## config.mk

```make
export PLATFORM = sky130hd
export DESIGN_NAME = ecgi_mul
export DESIGN_NICKNAME = d
export VERILOG_FILES = /design/src/hw/rtl/ecgi_pkg.sv /design/src/hw/rtl/ecgi_mul.sv
export SDC_FILE = /design/constraint.sdc
export NUM_CORES = 2
export LEC_CHECK = 0
export BUFFER_PORTS_ARGS = -buffer_cell sky130_fd_sc_hd__buf_2
export CAP_MARGIN = 20
export CORE_UTILIZATION = 55
export DETAILED_ROUTE_END_ITERATION = 10
export MAX_ROUTING_LAYER = met4
export PLACE_DENSITY = 0.8
export SETUP_SLACK_MARGIN = 0.1
export SYNTH_ARGS = -nofsm -noshare
export SYNTH_HDL_FRONTEND = slang
export SYNTH_SLANG_ARGS = --single-unit
```

## constraint.sdc

```tcl
create_clock -name clk -period 8.7 [get_ports clk]
set_input_delay 0.87 -clock clk [delete_from_list [all_inputs] [get_ports clk]]
set_output_delay 0.87 -clock clk [all_outputs]
set_load 0.05 [all_outputs]
```

## src/hw/rtl/ecgi_pkg.sv

```systemverilog
// ----------------------------------------------------------------------------
// ecgi_pkg: shared constants for the ECEF to geodetic converter
// Widths of the shared arithmetic units, register codes and the CORDIC
// arctangent table in units of pi/2^31 rad.
// ----------------------------------------------------------------------------
package ecgi_pkg;

	localparam int MAX_ITER = 12;
	localparam int ITER_W   = $clog2(MAX_ITER + 1);

	localparam int COORD_W = 37;
	localparam int A_W     = 33;
	localparam int E2_W    = 32;
	localparam int MINR_W  = 36;
	localparam int ANG_W   = 32;
	localparam int H_W     = 37;
	localparam int CFG_W   = 36;
	localparam int CFG_IDX_W = 2;

	localparam logic [CFG_IDX_W-1:0] REG_SEMI_MAJOR = 2'd0;
	localparam logic [CFG_IDX_W-1:0] REG_ECC_SQ     = 2'd1;
	localparam logic [CFG_IDX_W-1:0] REG_MIN_RADIUS = 2'd2;

	// shared multiplier: 64 x 64, one 16-bit digit of B per cycle
	localparam int MUL_W     = 64;
	localparam int MUL_DIG   = 16;
	localparam int MUL_STEPS = MUL_W / MUL_DIG;
	localparam int MUL_CNT_W = $clog2(MUL_STEPS);
	localparam int PROD_W    = 2 * MUL_W;

	// square root: one result bit per cycle
	localparam int SQ_W     = 104;
	localparam int ROOT_W   = SQ_W / 2;
	localparam int SQ_CNT_W = $clog2(ROOT_W);

	// restoring divider: one quotient bit per cycle
	localparam int DVD_W     = 82;
	localparam int DSR_W     = 52;
	localparam int QUO_W     = 52;
	localparam int DIV_CNT_W = $clog2(DVD_W);
	localparam logic [DIV_CNT_W-1:0] SIN_DIV_STEPS = 7'd31;
	localparam logic [DIV_CNT_W-1:0] RAD_DIV_STEPS = 7'd49;

	// CORDIC vectoring
	localparam int CRD_W      = 52;
	localparam int CRD_IW     = CRD_W + 3;
	localparam int CRD_STEPS  = 32;
	localparam int CRD_CNT_W  = $clog2(CRD_STEPS);

	// iteration datapath
	localparam int DZ_W = 51;
	localparam int WV_W = 52;
	localparam int WM_W = 51;

	function automatic logic [ANG_W-1:0] arc_angle(input logic [CRD_CNT_W-1:0] i);
		logic [ANG_W-1:0] r;
		case (i)
			5'd0:  r = 32'h20000000;
			5'd1:  r = 32'h12E4051D;
			5'd2:  r = 32'h09FB385B;
			5'd3:  r = 32'h051111D4;
			5'd4:  r = 32'h028B0D43;
			5'd5:  r = 32'h0145D7E1;
			5'd6:  r = 32'h00A2F61E;
			5'd7:  r = 32'h00517C55;
			5'd8:  r = 32'h0028BE53;
			5'd9:  r = 32'h00145F2F;
			5'd10: r = 32'h000A2F98;
			5'd11: r = 32'h000517CC;
			5'd12: r = 32'h00028BE6;
			5'd13: r = 32'h000145F3;
			5'd14: r = 32'h0000A2FA;
			5'd15: r = 32'h0000517D;
			5'd16: r = 32'h000028BE;
			5'd17: r = 32'h0000145F;
			5'd18: r = 32'h00000A30;
			5'd19: r = 32'h00000518;
			5'd20: r = 32'h0000028C;
			5'd21: r = 32'h00000146;
			5'd22: r = 32'h000000A3;
			5'd23: r = 32'h00000051;
			5'd24: r = 32'h00000029;
			5'd25: r = 32'h00000014;
			5'd26: r = 32'h0000000A;
			5'd27: r = 32'h00000005;
			5'd28: r = 32'h00000003;
			5'd29: r = 32'h00000001;
			5'd30: r = 32'h00000001;
			default: r = 32'h00000000;
		endcase
		return r;
	endfunction

endpackage

```

## src/hw/rtl/ecgi_mul.sv

```systemverilog
// ----------------------------------------------------------------------------
// ecgi_mul: shared unsigned multiplier
// 64 x 64 bit product, one 16-bit digit of the second operand per cycle.
// ----------------------------------------------------------------------------
module ecgi_mul (
	input  logic                          clk,
	input  logic                          arst_n,
	input  logic                          start,
	input  logic [ecgi_pkg::MUL_W-1:0]    op_a,
	input  logic [ecgi_pkg::MUL_W-1:0]    op_b,
	output logic                          done,
	output logic [ecgi_pkg::PROD_W-1:0]   prod
);
	import ecgi_pkg::*;

	logic [MUL_W-1:0]         a_q;
	logic [MUL_W-1:0]         b_q;
	logic [PROD_W-1:0]        acc_q;
	logic [MUL_CNT_W-1:0]     cnt_q;
	logic                     busy_q;
	logic                     done_q;
	logic [MUL_W+MUL_DIG-1:0] pp;

	assign pp = a_q * b_q[MUL_W-1 -: MUL_DIG];

	always_ff @(posedge clk or negedge arst_n) begin
		if (!arst_n) begin
			busy_q <= 1'b0;
			done_q <= 1'b0;
			cnt_q  <= '0;
		end else begin
			done_q <= 1'b0;
			if (start) begin
				busy_q <= 1'b1;
				cnt_q  <= '0;
			end else if (busy_q) begin
				cnt_q <= cnt_q + 1'b1;
				if (cnt_q == MUL_CNT_W'(MUL_STEPS - 1)) begin
					busy_q <= 1'b0;
					done_q <= 1'b1;
				end
			end
		end
	end

	// most significant digit first: shift the sum up, add the next partial product
	always_ff @(posedge clk) begin
		if (start) begin
			a_q   <= op_a;
			b_q   <= op_b;
			acc_q <= '0;
		end else if (busy_q) begin
			acc_q <= (acc_q << MUL_DIG) + PROD_W'(pp);
			b_q   <= b_q << MUL_DIG;
		end
	end

	assign done = done_q;
	assign prod = acc_q;

endmodule

```

After elaboration in Yosys (flattened, before gate mapping)

Cells that the tools add are included.

Register bits after elaboration: 260
Bits of input ports: 131
Output and inout port bits: 129
Logic and storage cells: 21

$add $sub $neg: 2
$mul: 1
Eq/ne operators: 1
Mux-type cells: 10
Reductions and logical operators: 1

Operators by type and width:

| kind                                                           | count |
|---|---|
| 128-bit by 80-bit adder with 128-bit output                    | 1 |
| 64-bit two-way mux                                             | 2 |
| 64-bit by 16-bit multiplier with 80-bit output                 | 1 |
| 1-bit two-way mux                                              | 6 |
| 2-bit two-way mux                                              | 2 |
| 2-bit by 1-bit adder with 2-bit output (second input constant) | 1 |
| 2-bit equality test (second input constant)                    | 1 |
| 2-bit nonzero test                                             | 1 |

Longest topological paths before layout

Word-level depth: 4
Depth in mapped cells: 27
Mapped depth without buffers: 23

Worst setup path before layout

No wires, ideal clock.

Kind: reg2reg
From: register b_q[49]
To: register acc_q[103], in the netlist prod[103]
Library setup time: 120 ps
Arrival: 6554 ps
Data required time: 8580 ps
Slack: 2026 ps
Stages on the path, launching flop included: 28
Buffers on the path: 4
Clock period less this slack: 6674 ps
Cells stage by stage: edfxtp_1 -> clkbuf_1 -> clkbuf_1 -> nand2_1 -> fa_1 -> inv_1 -> fa_1 -> inv_1 -> fa_1 -> inv_1 -> fa_1 -> fa_1 -> inv_1 -> fa_1 -> inv_1 -> ha_1 -> buf_2 -> nand2_1 -> o21ai_0 -> a21oi_1 -> o41ai_1 -> a21oi_1 -> a21oi_2 -> a21oi_1 -> o31ai_2 -> buf_2 -> a41oi_1 -> a211o_1

Word-level cells in the longest chain between the ends: 2

Ends and longest elaborated chain:

| item                                           | line           | text |
|---|---|---|
| start: declaration                             | ecgi_mul.sv:17 | `logic [MUL_W-1:0] b_q;` |
| start signal: assignment                       | ecgi_mul.sv:50 | `b_q <= op_b;` |
| start signal: assignment                       | ecgi_mul.sv:54 | `b_q <= b_q << MUL_DIG;` |
| 64-bit by 16-bit multiplier with 80-bit output | ecgi_mul.sv:24 | `assign pp = a_q * b_q[MUL_W-1 -: MUL_DIG];` |
| 128-bit by 80-bit adder with 128-bit output    | ecgi_mul.sv:53 | `acc_q <= (acc_q << MUL_DIG) + PROD_W'(pp);` |
| end signal: assignment                         | ecgi_mul.sv:53 |  |
| end: declaration                               | ecgi_mul.sv:18 | `logic [PROD_W-1:0] acc_q;` |

Every way passes these cells.
A chain may end at the register's enable or synchronous reset.

Final worst setup path

From: register b_q[55]
To: register acc_q[127], in the netlist prod[127]

Same word-level chain as after synthesis.

==> results.md <==
* Die Y at between 200 and 300 um
* CP peak stage delay at 0.94 ns
* Final Skew at 0.0730 ns
* Sequential standard cell area at 6510 um^2
* Cell Area, Synth at 44700 um^2
* Seq cells post-synth at 260
* Crit share post-route at 0.929
* Layout cells sized above 1 at 0.0867
* FMAX at roughly 120 MHz
* Root Driver: clkbuf_16
* Final hold slack at 0.0651 ns
* Yosys warns at 0
* Yosys top cell area share at 0.417
* TritonRoute pass-1 iters at 8
* Predominant post-synthesis flop cell: edfxtp_1
* Starting Density at 0.556
* RSZ-0062 raised after global routing: false
* Sequential area share after synthesis at 0.146
* Placed cell area at 46700 um^2
* # DRC at 0
* Max-cap violations at 0
* Cts hold-fix bufs at 0
* Worst-Margin Slew at 1.16 ns
* Clk slew on worst S/H paths at 0.06 ns
* Worst slew margin at 0.222
* Syn_area_per_cell at 8.99 um^2
* Area grow syn2layout at 7.47%
* Setup tns final at 0 ns
* CP Buf/Inv Count at 5
* Total grt overflow at 0
* Startpoint Class: register
* Finished Cell Area at 48000 um^2
* Async SR Flop Fraction at 0.0154
* Clk_lat worst skew at 0.63 ns
* Fin nets at between 6000 and 7000
* Worst EP arrival at between 8 and 9 ns
* Synth cell types at 83
* Clock Path Buffers at 3
* Initial antenna violation count at 5
* Core Footprint at 80400 um^2
* Number of synthesized flops with an enable pin at 128
* Kind of critical path: reg2reg
* Outcome: complete, no violations
* Min-delay worst type: in2async
* Final max-slew violation count at 0
* Final setup viols at 0
* Top-Level Pins at between 200 and 300
* Hpwl dp at 102 mm
* Die area at 82400 um^2
* Clock sinks at 260
* DR vias/cell at 5.67
* Final ANT Viol Nets at 0
* Post-CTS Repair Setup Buffers at 0
* Tot GR Track Use at 0.334
* Top post-synthesis cells by area: fa_1, inv_1, edfxtp_1
* Multi-input gate area at 32800 um^2
* IO buf count at 259
* Largest net degree at the start of global routing at 78
* Crit path cell chain: buf_4 > nand2_1 > fa_1 > inv_1 > fa_1 > fa_1 > fa_1 > fa_1 > inv_1 > fa_1 > inv_1 > ha_1 > a21oi_1 > o21ai_0 > a32oi_1 > and4_1 > nor2b_1 > a21oi_2 > a21oi_1 > o31ai_2 > buf_4 > nor4b_1 > nor4_1
* Row Count at 104
* Top-count cell post-synth: inv_1
* Cell mode on critical path: fa_1
* First-pass GRT wire length at 205 mm
* Vias in the first global route at 37400
* TritonCTS buffer count at 36
* DRT iter0 DRCs at 3102
* RD Place Congestion at about 1
* FILL cells at roughly 6800
* CP Capture Type: register
* Synthesized Nets at roughly 6200
* Die Wd at between 200 and 300 um
* H-tree depth at 2
* CP Max Fanout at 26
* Synthesized instance count at 4974
* Cell Count, Final, Fillers Out at 6141
* Vias at 34800
* Final Hold Viols at 0
* Minimum clock period at 8.08 ns
* CTS tree: done
* Cell Count Post-Placement at 6070
* CP required at 9.15 ns
* CTS resizes at 0
* WL/cell at ~21 um
* CP max stage cell: edfxtp_1
* Synth cell count leaders: inv_1, fa_1, nand2_1, and2_1, clkbuf_1
* Post-synth top area cell: fa_1
* Final WL at between 100 and 150 mm
* CP top delay family: adder cells
[layout by cell type, fill, tap and decap left out, types with 7 or more instances in the layout]
cell type,count
a2111oi_1,7
a211o_1,7
a211oi_1,42
a21o_1,44
a21oi_1,137
a31oi_1,11
and2_1,385
and3_1,15
and4_1,9
buf_12,8
buf_2,258
buf_4,35
clkbuf_16,38
dfxtp_1,128
edfxtp_1,128
fa_1,930
ha_1,169
inv_1,1157
mux2_2,49
mux2i_1,38
nand2_1,805
nand2b_1,7
nand3_1,37
nand4_1,56
nor2_1,163
nor2b_1,10
nor3_1,22
nor4_1,8
o211ai_1,9
o21a_1,8
o21ai_0,83
o21ai_1,10
o21bai_1,22
o22ai_1,8
o31ai_1,8
or3_1,9
xnor2_1,72
xor2_1,31
[flip-flops by register name (all words and copies together), names as in the netlist]
signal  flops
b_q        64
done        1
cnt_q       2
busy_q      1
a_q        64
prod      128
[kinds of logic (layout without fill, tap and decap cells)]
family / after synthesis / count (layout) / synth area share
and+or+nand+nor: 1546 / 1546 / 0.162
buffers and inverters: 1424 / 1525 / 0.120
adders and majority gates: 1099 / 1099 / 0.464
AOI/OAI and AO/OA: 455 / 455 / 0.0677
DFF: 260 / 260 / 0.146
xor gates and xnor gates: 103 / 103 / 0.0202
muxes: 87 / 87 / 0.0209
other: 0 / 6 / 0
[stage by stage]
stage	util	setup WS, ns
after floorplan	-	2.03
after global placement	0.581	0.937
after detailed placement	0.581	0.836
after CTS	0.597	0.780
after global routing	0.597	0.266
final	0.597	0.618
[area by class of cell]
type                       count  share of cell area
clock buffer                  43              0.0204
tap                         1060              0.0276
clock inverter                22             0.00643
antenna                        6            0.000313
sequential                   260               0.136
timing repair buffer         302              0.0360
multi-input combinational   3290               0.683
inverter                    1158              0.0905
[path summary, 6_finish.rpt]
check / endpoint / from / slack, ns / depth (start not counted)
setup / recovery: prod[127]$_SDFFE_PP0P_ / b_q[55]$_DFFE_PP_ / 0.62 / 23
hold / removal: done$_DFF_PN0_ / arst_n / 0.07 / 1
setup reg to reg: prod[127]$_SDFFE_PP0P_ / b_q[55]$_DFFE_PP_ / 0.62 / 23
hold reg to reg: prod[117]$_SDFFE_PP0P_ / prod[117]$_SDFFE_PP0P_ / 0.45 / 2
max in group asynchronous: busy_q$_DFF_PN0_ / arst_n / 8.49 / 1
min in group clk: a_q[10]$_DFFE_PP_ / op_a[10] / 0.41 / 1
[per-layer routing]
layer	GRT usage	vias up	wire length [um]
met4	0.136	0	5910
met2	0.511	1861	58600
met5	-	-	0
met3	0.0661	374	13700
li1	-	15000	-
met1	0.436	17600	49900
Power is left out: the tool's default activity adds up to more than one toggle a clock period on the data nets, which glitch-free logic cannot reach.
