File: src/hw/rtl/ecgi_pkg.sv
// ----------------------------------------------------------------------------
// ecgi_pkg: shared constants for the ECEF to geodetic converter
// Widths of the shared arithmetic units, register codes and the CORDIC
// arctangent table in units of pi/2^31 rad.
// ----------------------------------------------------------------------------
package ecgi_pkg;

	localparam int MAX_ITER = 12;
	localparam int ITER_W   = $clog2(MAX_ITER + 1);

	localparam int COORD_W = 37;
	localparam int A_W     = 33;
	localparam int E2_W    = 32;
	localparam int MINR_W  = 36;
	localparam int ANG_W   = 32;
	localparam int H_W     = 37;
	localparam int CFG_W   = 36;
	localparam int CFG_IDX_W = 2;

	localparam logic [CFG_IDX_W-1:0] REG_SEMI_MAJOR = 2'd0;
	localparam logic [CFG_IDX_W-1:0] REG_ECC_SQ     = 2'd1;
	localparam logic [CFG_IDX_W-1:0] REG_MIN_RADIUS = 2'd2;

	// shared multiplier: 64 x 64, one 16-bit digit of B per cycle
	localparam int MUL_W     = 64;
	localparam int MUL_DIG   = 16;
	localparam int MUL_STEPS = MUL_W / MUL_DIG;
	localparam int MUL_CNT_W = $clog2(MUL_STEPS);
	localparam int PROD_W    = 2 * MUL_W;

	// square root: one result bit per cycle
	localparam int SQ_W     = 104;
	localparam int ROOT_W   = SQ_W / 2;
	localparam int SQ_CNT_W = $clog2(ROOT_W);

	// restoring divider: one quotient bit per cycle
	localparam int DVD_W     = 82;
	localparam int DSR_W     = 52;
	localparam int QUO_W     = 52;
	localparam int DIV_CNT_W = $clog2(DVD_W);
	localparam logic [DIV_CNT_W-1:0] SIN_DIV_STEPS = 7'd31;
	localparam logic [DIV_CNT_W-1:0] RAD_DIV_STEPS = 7'd49;

	// CORDIC vectoring
	localparam int CRD_W      = 52;
	localparam int CRD_IW     = CRD_W + 3;
	localparam int CRD_STEPS  = 32;
	localparam int CRD_CNT_W  = $clog2(CRD_STEPS);

	// iteration datapath
	localparam int DZ_W = 51;
	localparam int WV_W = 52;
	localparam int WM_W = 51;

	function automatic logic [ANG_W-1:0] arc_angle(input logic [CRD_CNT_W-1:0] i);
		logic [ANG_W-1:0] r;
		case (i)
			5'd0:  r = 32'h20000000;
			5'd1:  r = 32'h12E4051D;
			5'd2:  r = 32'h09FB385B;
			5'd3:  r = 32'h051111D4;
			5'd4:  r = 32'h028B0D43;
			5'd5:  r = 32'h0145D7E1;
			5'd6:  r = 32'h00A2F61E;
			5'd7:  r = 32'h00517C55;
			5'd8:  r = 32'h0028BE53;
			5'd9:  r = 32'h00145F2F;
			5'd10: r = 32'h000A2F98;
			5'd11: r = 32'h000517CC;
			5'd12: r = 32'h00028BE6;
			5'd13: r = 32'h000145F3;
			5'd14: r = 32'h0000A2FA;
			5'd15: r = 32'h0000517D;
			5'd16: r = 32'h000028BE;
			5'd17: r = 32'h0000145F;
			5'd18: r = 32'h00000A30;
			5'd19: r = 32'h00000518;
			5'd20: r = 32'h0000028C;
			5'd21: r = 32'h00000146;
			5'd22: r = 32'h000000A3;
			5'd23: r = 32'h00000051;
			5'd24: r = 32'h00000029;
			5'd25: r = 32'h00000014;
			5'd26: r = 32'h0000000A;
			5'd27: r = 32'h00000005;
			5'd28: r = 32'h00000003;
			5'd29: r = 32'h00000001;
			5'd30: r = 32'h00000001;
			default: r = 32'h00000000;
		endcase
		return r;
	endfunction

endpackage

File: src/hw/rtl/ecgi_sqrt.sv
// ----------------------------------------------------------------------------
// ecgi_sqrt: integer square root
// Restoring digit-by-digit root, one result bit per cycle, floor result.
// ----------------------------------------------------------------------------
module ecgi_sqrt (
	input  logic                         clk,
	input  logic                         arst_n,
	input  logic                         start,
	input  logic [ecgi_pkg::SQ_W-1:0]    radicand,
	output logic                         done,
	output logic [ecgi_pkg::ROOT_W-1:0]  root
);
	import ecgi_pkg::*;

	logic [SQ_W-1:0]     rad_q;
	logic [ROOT_W-1:0]   root_q;
	logic [ROOT_W+1:0]   rem_q;
	logic [SQ_CNT_W-1:0] cnt_q;
	logic                busy_q;
	logic                done_q;
	logic [ROOT_W+3:0]   cur;
	logic [ROOT_W+3:0]   trial;
	logic [ROOT_W+3:0]   diff;
	logic                ge;

	assign cur   = {rem_q, rad_q[SQ_W-1 -: 2]};
	assign trial = {2'b00, root_q, 2'b01};
	assign diff  = cur - trial;
	assign ge    = cur >= trial;

	always_ff @(posedge clk or negedge arst_n) begin
		if (!arst_n) begin
			busy_q <= 1'b0;
			done_q <= 1'b0;
			cnt_q  <= '0;
		end else begin
			done_q <= 1'b0;
			if (start) begin
				busy_q <= 1'b1;
				cnt_q  <= '0;
			end else if (busy_q) begin
				cnt_q <= cnt_q + 1'b1;
				if (cnt_q == SQ_CNT_W'(ROOT_W - 1)) begin
					busy_q <= 1'b0;
					done_q <= 1'b1;
				end
			end
		end
	end

	always_ff @(posedge clk) begin
		if (start) begin
			rad_q  <= radicand;
			root_q <= '0;
			rem_q  <= '0;
		end else if (busy_q) begin
			rad_q  <= rad_q << 2;
			root_q <= {root_q[ROOT_W-2:0], ge};
			rem_q  <= ge ? diff[ROOT_W+1:0] : cur[ROOT_W+1:0];
		end
	end

	assign done = done_q;
	assign root = root_q;

endmodule

File: config.mk
export PLATFORM = sky130hd
export DESIGN_NAME = ecgi_sqrt
export DESIGN_NICKNAME = d
export VERILOG_FILES = /design/src/hw/rtl/ecgi_pkg.sv /design/src/hw/rtl/ecgi_sqrt.sv
export SDC_FILE = /design/constraint.sdc
export NUM_CORES = 1
export LEC_CHECK = 0
export BUFFER_PORTS_ARGS = -buffer_cell sky130_fd_sc_hd__buf_2
export CAP_MARGIN = 20
export CORE_AREA = 2 2 198 219
export DETAILED_ROUTE_END_ITERATION = 12
export DIE_AREA = 0 0 200 221
export PLACE_DENSITY = 0.52
export SLEW_MARGIN = 10
export SYNTH_ARGS = -nofsm -noshare
export SYNTH_HDL_FRONTEND = slang
export SYNTH_SLANG_ARGS = --single-unit
export TNS_END_PERCENT = 5
File: constraint.sdc
create_clock -name clk -period 3.21 [get_ports clk]
set_clock_uncertainty 0.05 [all_clocks]
set_input_delay 0.642 -clock clk [delete_from_list [all_inputs] [get_ports clk]]
set_output_delay 0.642 -clock clk [all_outputs]
set_load 0.005 [all_outputs]
Yosys cells after proc, flatten, opt, wreduce, memory -nomap -nowiden
Cells that the tools add are included.
{ "totals": {"inputBits": 107, "register_bits": 218, "out_inout_bits": 53, "elab_cells": 22} }
{ "op_classes": {"addsub": 2, "magnitude_cmp": 1, "n_reduce_logical": 1, "n_eq_ne": 1, "mux": 11} }
{ "ops": {"columns": ["op", "n"], "rows": [
  ["2-to-1 mux 104 bit", 2],
  ["greater-or-equal comparator 56 x 54 -> 1 bit", 1],
  ["2-to-1 mux 54 bit", 1],
  ["subtractor 54 bit", 1],
  ["2-to-1 mux 6 bit", 2],
  ["adder 6 x 1 -> 6 bit, second input constant", 1],
  ["== test 6 bit, second input constant", 1],
  ["2-to-1 mux 1 bit", 6],
  ["nonzero test 2 bit", 1]
]} }

Depth between registers and ports, before layout
{ "logic_depth": {"word_depth": 4, "depth_mapped": 13, "ltp_nobuf": 11} }

Least setup slack after synthesis
OpenSTA, ideal clock, no wires.
{ "synth_timing": {"path_kind": "input to register", "startpoint": "input start", "endpoint": "register rad_q[0], enable pin", "arrival_time_ns": 3.295, "cell_stages": 4, "slack_ns": -0.592, "path_buffers": 2, "cell_sequence": "clkbuf_1 clkbuf_1 nor2_1 inv_1"} }
{ "synth_between": {"elab_chain_len": 1} }
{ "synth_lines": {"columns": ["element", "line_no", "source"], "rows": [
  ["from (decl)", "ecgi_sqrt.sv:8", "input logic start,"],
  ["nonzero test 2 bit (no line)", null, null],
  ["to (signal assigned)", "ecgi_sqrt.sv:53", "rad_q <= radicand;"],
  ["to (signal assigned)", "ecgi_sqrt.sv:57", "rad_q <= rad_q << 2;"],
  ["to (decl)", "ecgi_sqrt.sv:15", "logic [SQ_W-1:0] rad_q;"]
]} }
Every way passes these cells.
A chain may end at the register's enable or synchronous reset.

Final worst setup path
{ "layout_timing": {"startpoint": "register root_q[15] (netlist: root[15])", "endpoint": "register rem_q[36]"} }
{ "layout_between": {"elab_chain_len": 2, "elab_cells_between_ends": 3, "cone_classes": "add/sub: 1; order compare: 1; mux: 1"} }
{ "layout_lines": {"columns": ["element", "line_no", "source"], "rows": [
  ["from (decl)", "ecgi_sqrt.sv:16", "logic [ROOT_W-1:0] root_q;"],
  ["from (signal assigned)", "ecgi_sqrt.sv:58", "root_q <= {root_q[ROOT_W-2:0], ge};"],
  ["subtractor 54 bit / greater-or-equal comparator 56 x 54 -> 1 bit (equally long branches)", "ecgi_sqrt.sv:28, ecgi_sqrt.sv:29", null],
  ["2-to-1 mux 54 bit (*)", "ecgi_sqrt.sv:59", "rem_q <= ge ? diff[ROOT_W+1:0] : cur[ROOT_W+1:0];"],
  ["to (signal assigned)", "ecgi_sqrt.sv:59", null],
  ["to (decl)", "ecgi_sqrt.sv:17", "logic [ROOT_W+1:0] rem_q;"]
]} }
Mark *: on every way between the ends. The rest lies on a longest branch, timed or not.

==> summary.txt <==
result of the run: finished, final reports clean
family with the most delay on the worst path: simple AND/OR/NAND/NOR gates
average footprint of a synthesized cell: 10.18 um2
relative contribution of sequential cells to total power: 0.251
syn_nets: 1386
WL per Instance: 16.35 um
fraction of the core area covered by cells at the end of the flow: 0.3586
dominant register cell in the synthesized netlist: sky130_fd_sc_hd__dfxtp_1
vertical die dimension: 221 um
CTS Buf Count: 26
worst path cell trace: inv_1 > ha_1 > nand2_1 > nor4_4 > nand2_1 > o21ai_4 > nor4_4 > buf_4 > o21ba_4 > nor2_8 > buf_12 > mux2i_2 > a211oi_1
number of DRC violations after detailed routing: 0
half-perimeter wire length after detailed placement: 23290 um
Tot GR Track Use: 0.1449
CTS max path bufs: 3
effective utilization at floorplan: 0.2966
cell area power density: 948.0 nW/um2
number of global-route vias before repair: 9664
data required time at the worst endpoint: 3.56 ns
final layout net count: 1553
class of the tightest hold or removal check: in2reg
peak-usage layer in the global routing report: met2
Internal: 8.608 mW
sequential cell area fraction in the yosys report: 0.4371
number of antenna violations at the first check in global routing: 8
number of port buffers: 159
Worst Path Max Fanout: 20
number of design-rule violations left by the first detailed-router iteration: 510
Horiz. Die Dim: 200 um
number of placement rows: 79
gpl congestion: 0.8429
Setup violations, final: 0
share of layout cells above drive strength 1: 0.2849
timing-limited maximum frequency: 327.0 MHz
Largest stage delay, worst path: 0.38 ns
number of flops mapped to enable cells by yosys: 104
worst-case hold slack: 0.3236 ns
unrepaired setup endpoints after global routing: yes
Placed Instance Area: 14040 um2
Vias: 9630
finished layout cell area: 15070 um2
final worst-path cycle share: 0.9526
max-slew headroom at the worst pin: 0.4171
met1 track demand over resource in global routing: 0.1836
max-slew violation total from the final report: 0
maximum vdd ir drop: 0.0006875 V
DR pass1 iterations: 5
leakage component of the power: 6.628 nW
GRT met3 Usage: 0.04649
buffers and inverters on the worst path: 3
switching power: 5.674 mW
insertion delay to the later sink of the worst-skew pair: 0.55 ns
sort of element at the end of the critical path: register
cell area after technology mapping: 12460 um2
Reg2Reg Capture Point: rem_q[36]
Via-to-Cell Ratio: 4.859
r2r setup slk: 0.15 ns
clock-pin slew on the worst setup and hold paths: 0.06 ns
Max-Cap Viols: 0
pin count of the biggest net entering global routing: 128
Worst Hold Path EP: rad_q[1]
Worst Min Path Start: radicand[1]
Global Route met2 Usage: 0.2369
count of filler cells inserted in the layout: 4292
Worst Tran Pin Value: 0.8743 ns
CTS tree: yes
# clock sinks: 218
cells on worst reg2reg path: 13
Top-Level Pins: 160
Post-Syn Instances: 1224
switching power as a share of total power: 0.3973
fraction of power consumed by the clock network: 0.208
number of levels the H-tree was split into: 1
register bit total from synthesis: 218
Placeable Area: 42010 um2
DRT Wirelength: 32420 um
Unique masters post-synth: 78
area of the die: 44200 um2
proportion of synthesized flip-flops having asynchronous set or reset: 0.03670
launching element type of the critical path: register
hold path depth: 2
Comb pwr share: 0.542
number of nets still failing antenna checks after routing: 0
Ys Warns: 0
min Tclk post-route: 3.058 ns
global-route wire length before repair: 52020 um
slowest CP cell: sky130_fd_sc_hd__dfxtp_1
buffer cell driving the clock tree root: sky130_fd_sc_hd__clkbuf_16
Area Overhead vs Synth: 20.93%
Fin. Hold Viols: 0
critical path arrival: 3.41 ns
gr ovfl total: 0
startpoint of the worst register-to-register path: root[15]
type of the worst setup path: reg2reg
-- cell type report --
cell class / instances / area (um2) / area share
Timing Repair Buffer: 213 / 1292 / 0.08579
Antenna cell: 4 / 10.01 / 0.0006644
Clock buffer: 33 / 698.2 / 0.04634
Multi-Input combinational cell: 857 / 6464 / 0.4290
Inverter: 75 / 285.3 / 0.01894
Tap cell: 567 / 709.4 / 0.04709
Clock inverter: 15 / 152.6 / 0.01013
Sequential cell: 218 / 5454 / 0.3620
-- metal layers --
layer / wire, um / part of all wire
met4: 721 / 0.022
met3: 2446 / 0.075
met2: 15110 / 0.47
met5: 76 / 0.0023
met1: 14060 / 0.43
-- how the worst max path moves through the flow --
stage,from,end,slack [ns],depth (start not counted)
floorplan,start,rad_q[0],0.02,4
global placement,root[43],rem_q[35],0.12,12
detailed placement,root[43],rem_q[31],0.15,12
CTS,root[8],rem_q[49],0.13,11
global route,root[4],rem_q[42],-0.03,11
finish,root[15],rem_q[36],0.15,13
-- state kept, by name, summed over array words and instances, names as in the netlist --
signal,cells
busy_q,1
cnt_q,6
done,1
rad_q,104
rem_q,54
root,52
-- what timing repair did --
item | CTS | global route
setup buffers | 0 | 4
hold buffers | 1 | 0
resized for setup | 0 | 22
endpoints found under the hold margin | 8 | 0
setup endpoints to repair | 0 | 51
-- worst reg2reg max path, stage by stage, from the launching register on --
cell                       delay, ns
sky130_fd_sc_hd__dfxtp_1        0.38
sky130_fd_sc_hd__inv_1          0.07
sky130_fd_sc_hd__ha_1           0.38
sky130_fd_sc_hd__nand2_1        0.21
sky130_fd_sc_hd__nor4_4         0.34
sky130_fd_sc_hd__nand2_1        0.14
sky130_fd_sc_hd__o21ai_4        0.20
sky130_fd_sc_hd__nor4_4         0.05
sky130_fd_sc_hd__buf_4          0.17
sky130_fd_sc_hd__o21ba_4        0.22
sky130_fd_sc_hd__nor2_8         0.17
sky130_fd_sc_hd__buf_12         0.20
sky130_fd_sc_hd__mux2i_2        0.25
sky130_fd_sc_hd__a211oi_1       0.09
-- logic make-up after synthesis --
family / share of synthesized area
mux: 0.1541
fa+ha+maj: 0.05524
compound gates: 0.1519
flops: 0.4371
xor+xnor: 0.03656
buf+inv: 0.05192
simple gates: 0.1133
-- per-stage QoR --
step / setup TNS (ns) / setup slack, ns / total power, mW / cells
after floorplan: 0 / 0.02186 / 9.140 / 1224
after global placement: 0 / 0.1178 / 11.02 / 1924
after detailed placement: 0 / 0.1536 / 11.04 / 1924
after CTS: 0 / 0.1287 / 14.10 / 1973
after global routing: -0.2042 / -0.03469 / 15.31 / 1978
final: 0 / 0.1523 / 14.28 / 1982
-- synth_stat cells, types with 17 or more instances --
cell	n	share of area
sky130_fd_sc_hd__a21oi_1	70	0.028
sky130_fd_sc_hd__inv_1	75	0.023
sky130_fd_sc_hd__xnor2_1	30	0.021
sky130_fd_sc_hd__dfxtp_1	106	0.17
sky130_fd_sc_hd__a21o_1	33	0.020
sky130_fd_sc_hd__mux2_2	102	0.092
sky130_fd_sc_hd__mux2i_1	77	0.062
sky130_fd_sc_hd__clkbuf_1	40	0.012
sky130_fd_sc_hd__o21ai_0	33	0.013
sky130_fd_sc_hd__nand3_1	17	0.0068
sky130_fd_sc_hd__nor2_1	119	0.036
sky130_fd_sc_hd__nand2_1	76	0.023
sky130_fd_sc_hd__ha_1	55	0.055
sky130_fd_sc_hd__edfxtp_1	104	0.25
sky130_fd_sc_hd__a211oi_1	33	0.020
sky130_fd_sc_hd__xor2_1	22	0.015
sky130_fd_sc_hd__nand4_1	19	0.0095
-- power groups by stage --
stage	Sequential (mW)	Clock (mW)	Combinational, mW
2_1_floorplan	3.54	0	5.60
3_3_place_gp	3.63	0	7.39
3_5_place_dp	3.63	0	7.41
4_1_cts	3.58	3.08	7.45
5_1_grt	3.63	3.18	8.50
6_report	3.58	2.96	7.74
-- cell usage in the layout, fill, tap and decap left out, types with 5 or more instances in the layout --
master                        n
sky130_fd_sc_hd__dfxtp_1    102
sky130_fd_sc_hd__edfxtp_1   104
sky130_fd_sc_hd__nor4_1       8
sky130_fd_sc_hd__o21ai_1      7
sky130_fd_sc_hd__o21bai_1    11
sky130_fd_sc_hd__mux2i_1     76
sky130_fd_sc_hd__buf_12       5
sky130_fd_sc_hd__buf_4       47
sky130_fd_sc_hd__o21a_1       7
sky130_fd_sc_hd__a21oi_1     69
sky130_fd_sc_hd__o21ai_0     32
sky130_fd_sc_hd__nand2_1     76
sky130_fd_sc_hd__nand2b_1     8
sky130_fd_sc_hd__o211ai_1     7
sky130_fd_sc_hd__a32oi_1      6
sky130_fd_sc_hd__clkbuf_1     6
sky130_fd_sc_hd__nor3_1      12
sky130_fd_sc_hd__clkbuf_16   28
sky130_fd_sc_hd__a211oi_1    32
sky130_fd_sc_hd__a31oi_1     11
sky130_fd_sc_hd__nand3_1     17
sky130_fd_sc_hd__a21o_1      33
sky130_fd_sc_hd__nand4_1     19
sky130_fd_sc_hd__xor2_1      22
sky130_fd_sc_hd__clkinv_1     6
sky130_fd_sc_hd__dfrtp_1      7
sky130_fd_sc_hd__nor2_1     118
sky130_fd_sc_hd__ha_1        50
sky130_fd_sc_hd__inv_1       74
sky130_fd_sc_hd__a311oi_1    14
sky130_fd_sc_hd__xnor2_1     30
sky130_fd_sc_hd__mux2_2     102
sky130_fd_sc_hd__buf_2      158
Power figures use the tool's default switching activity.
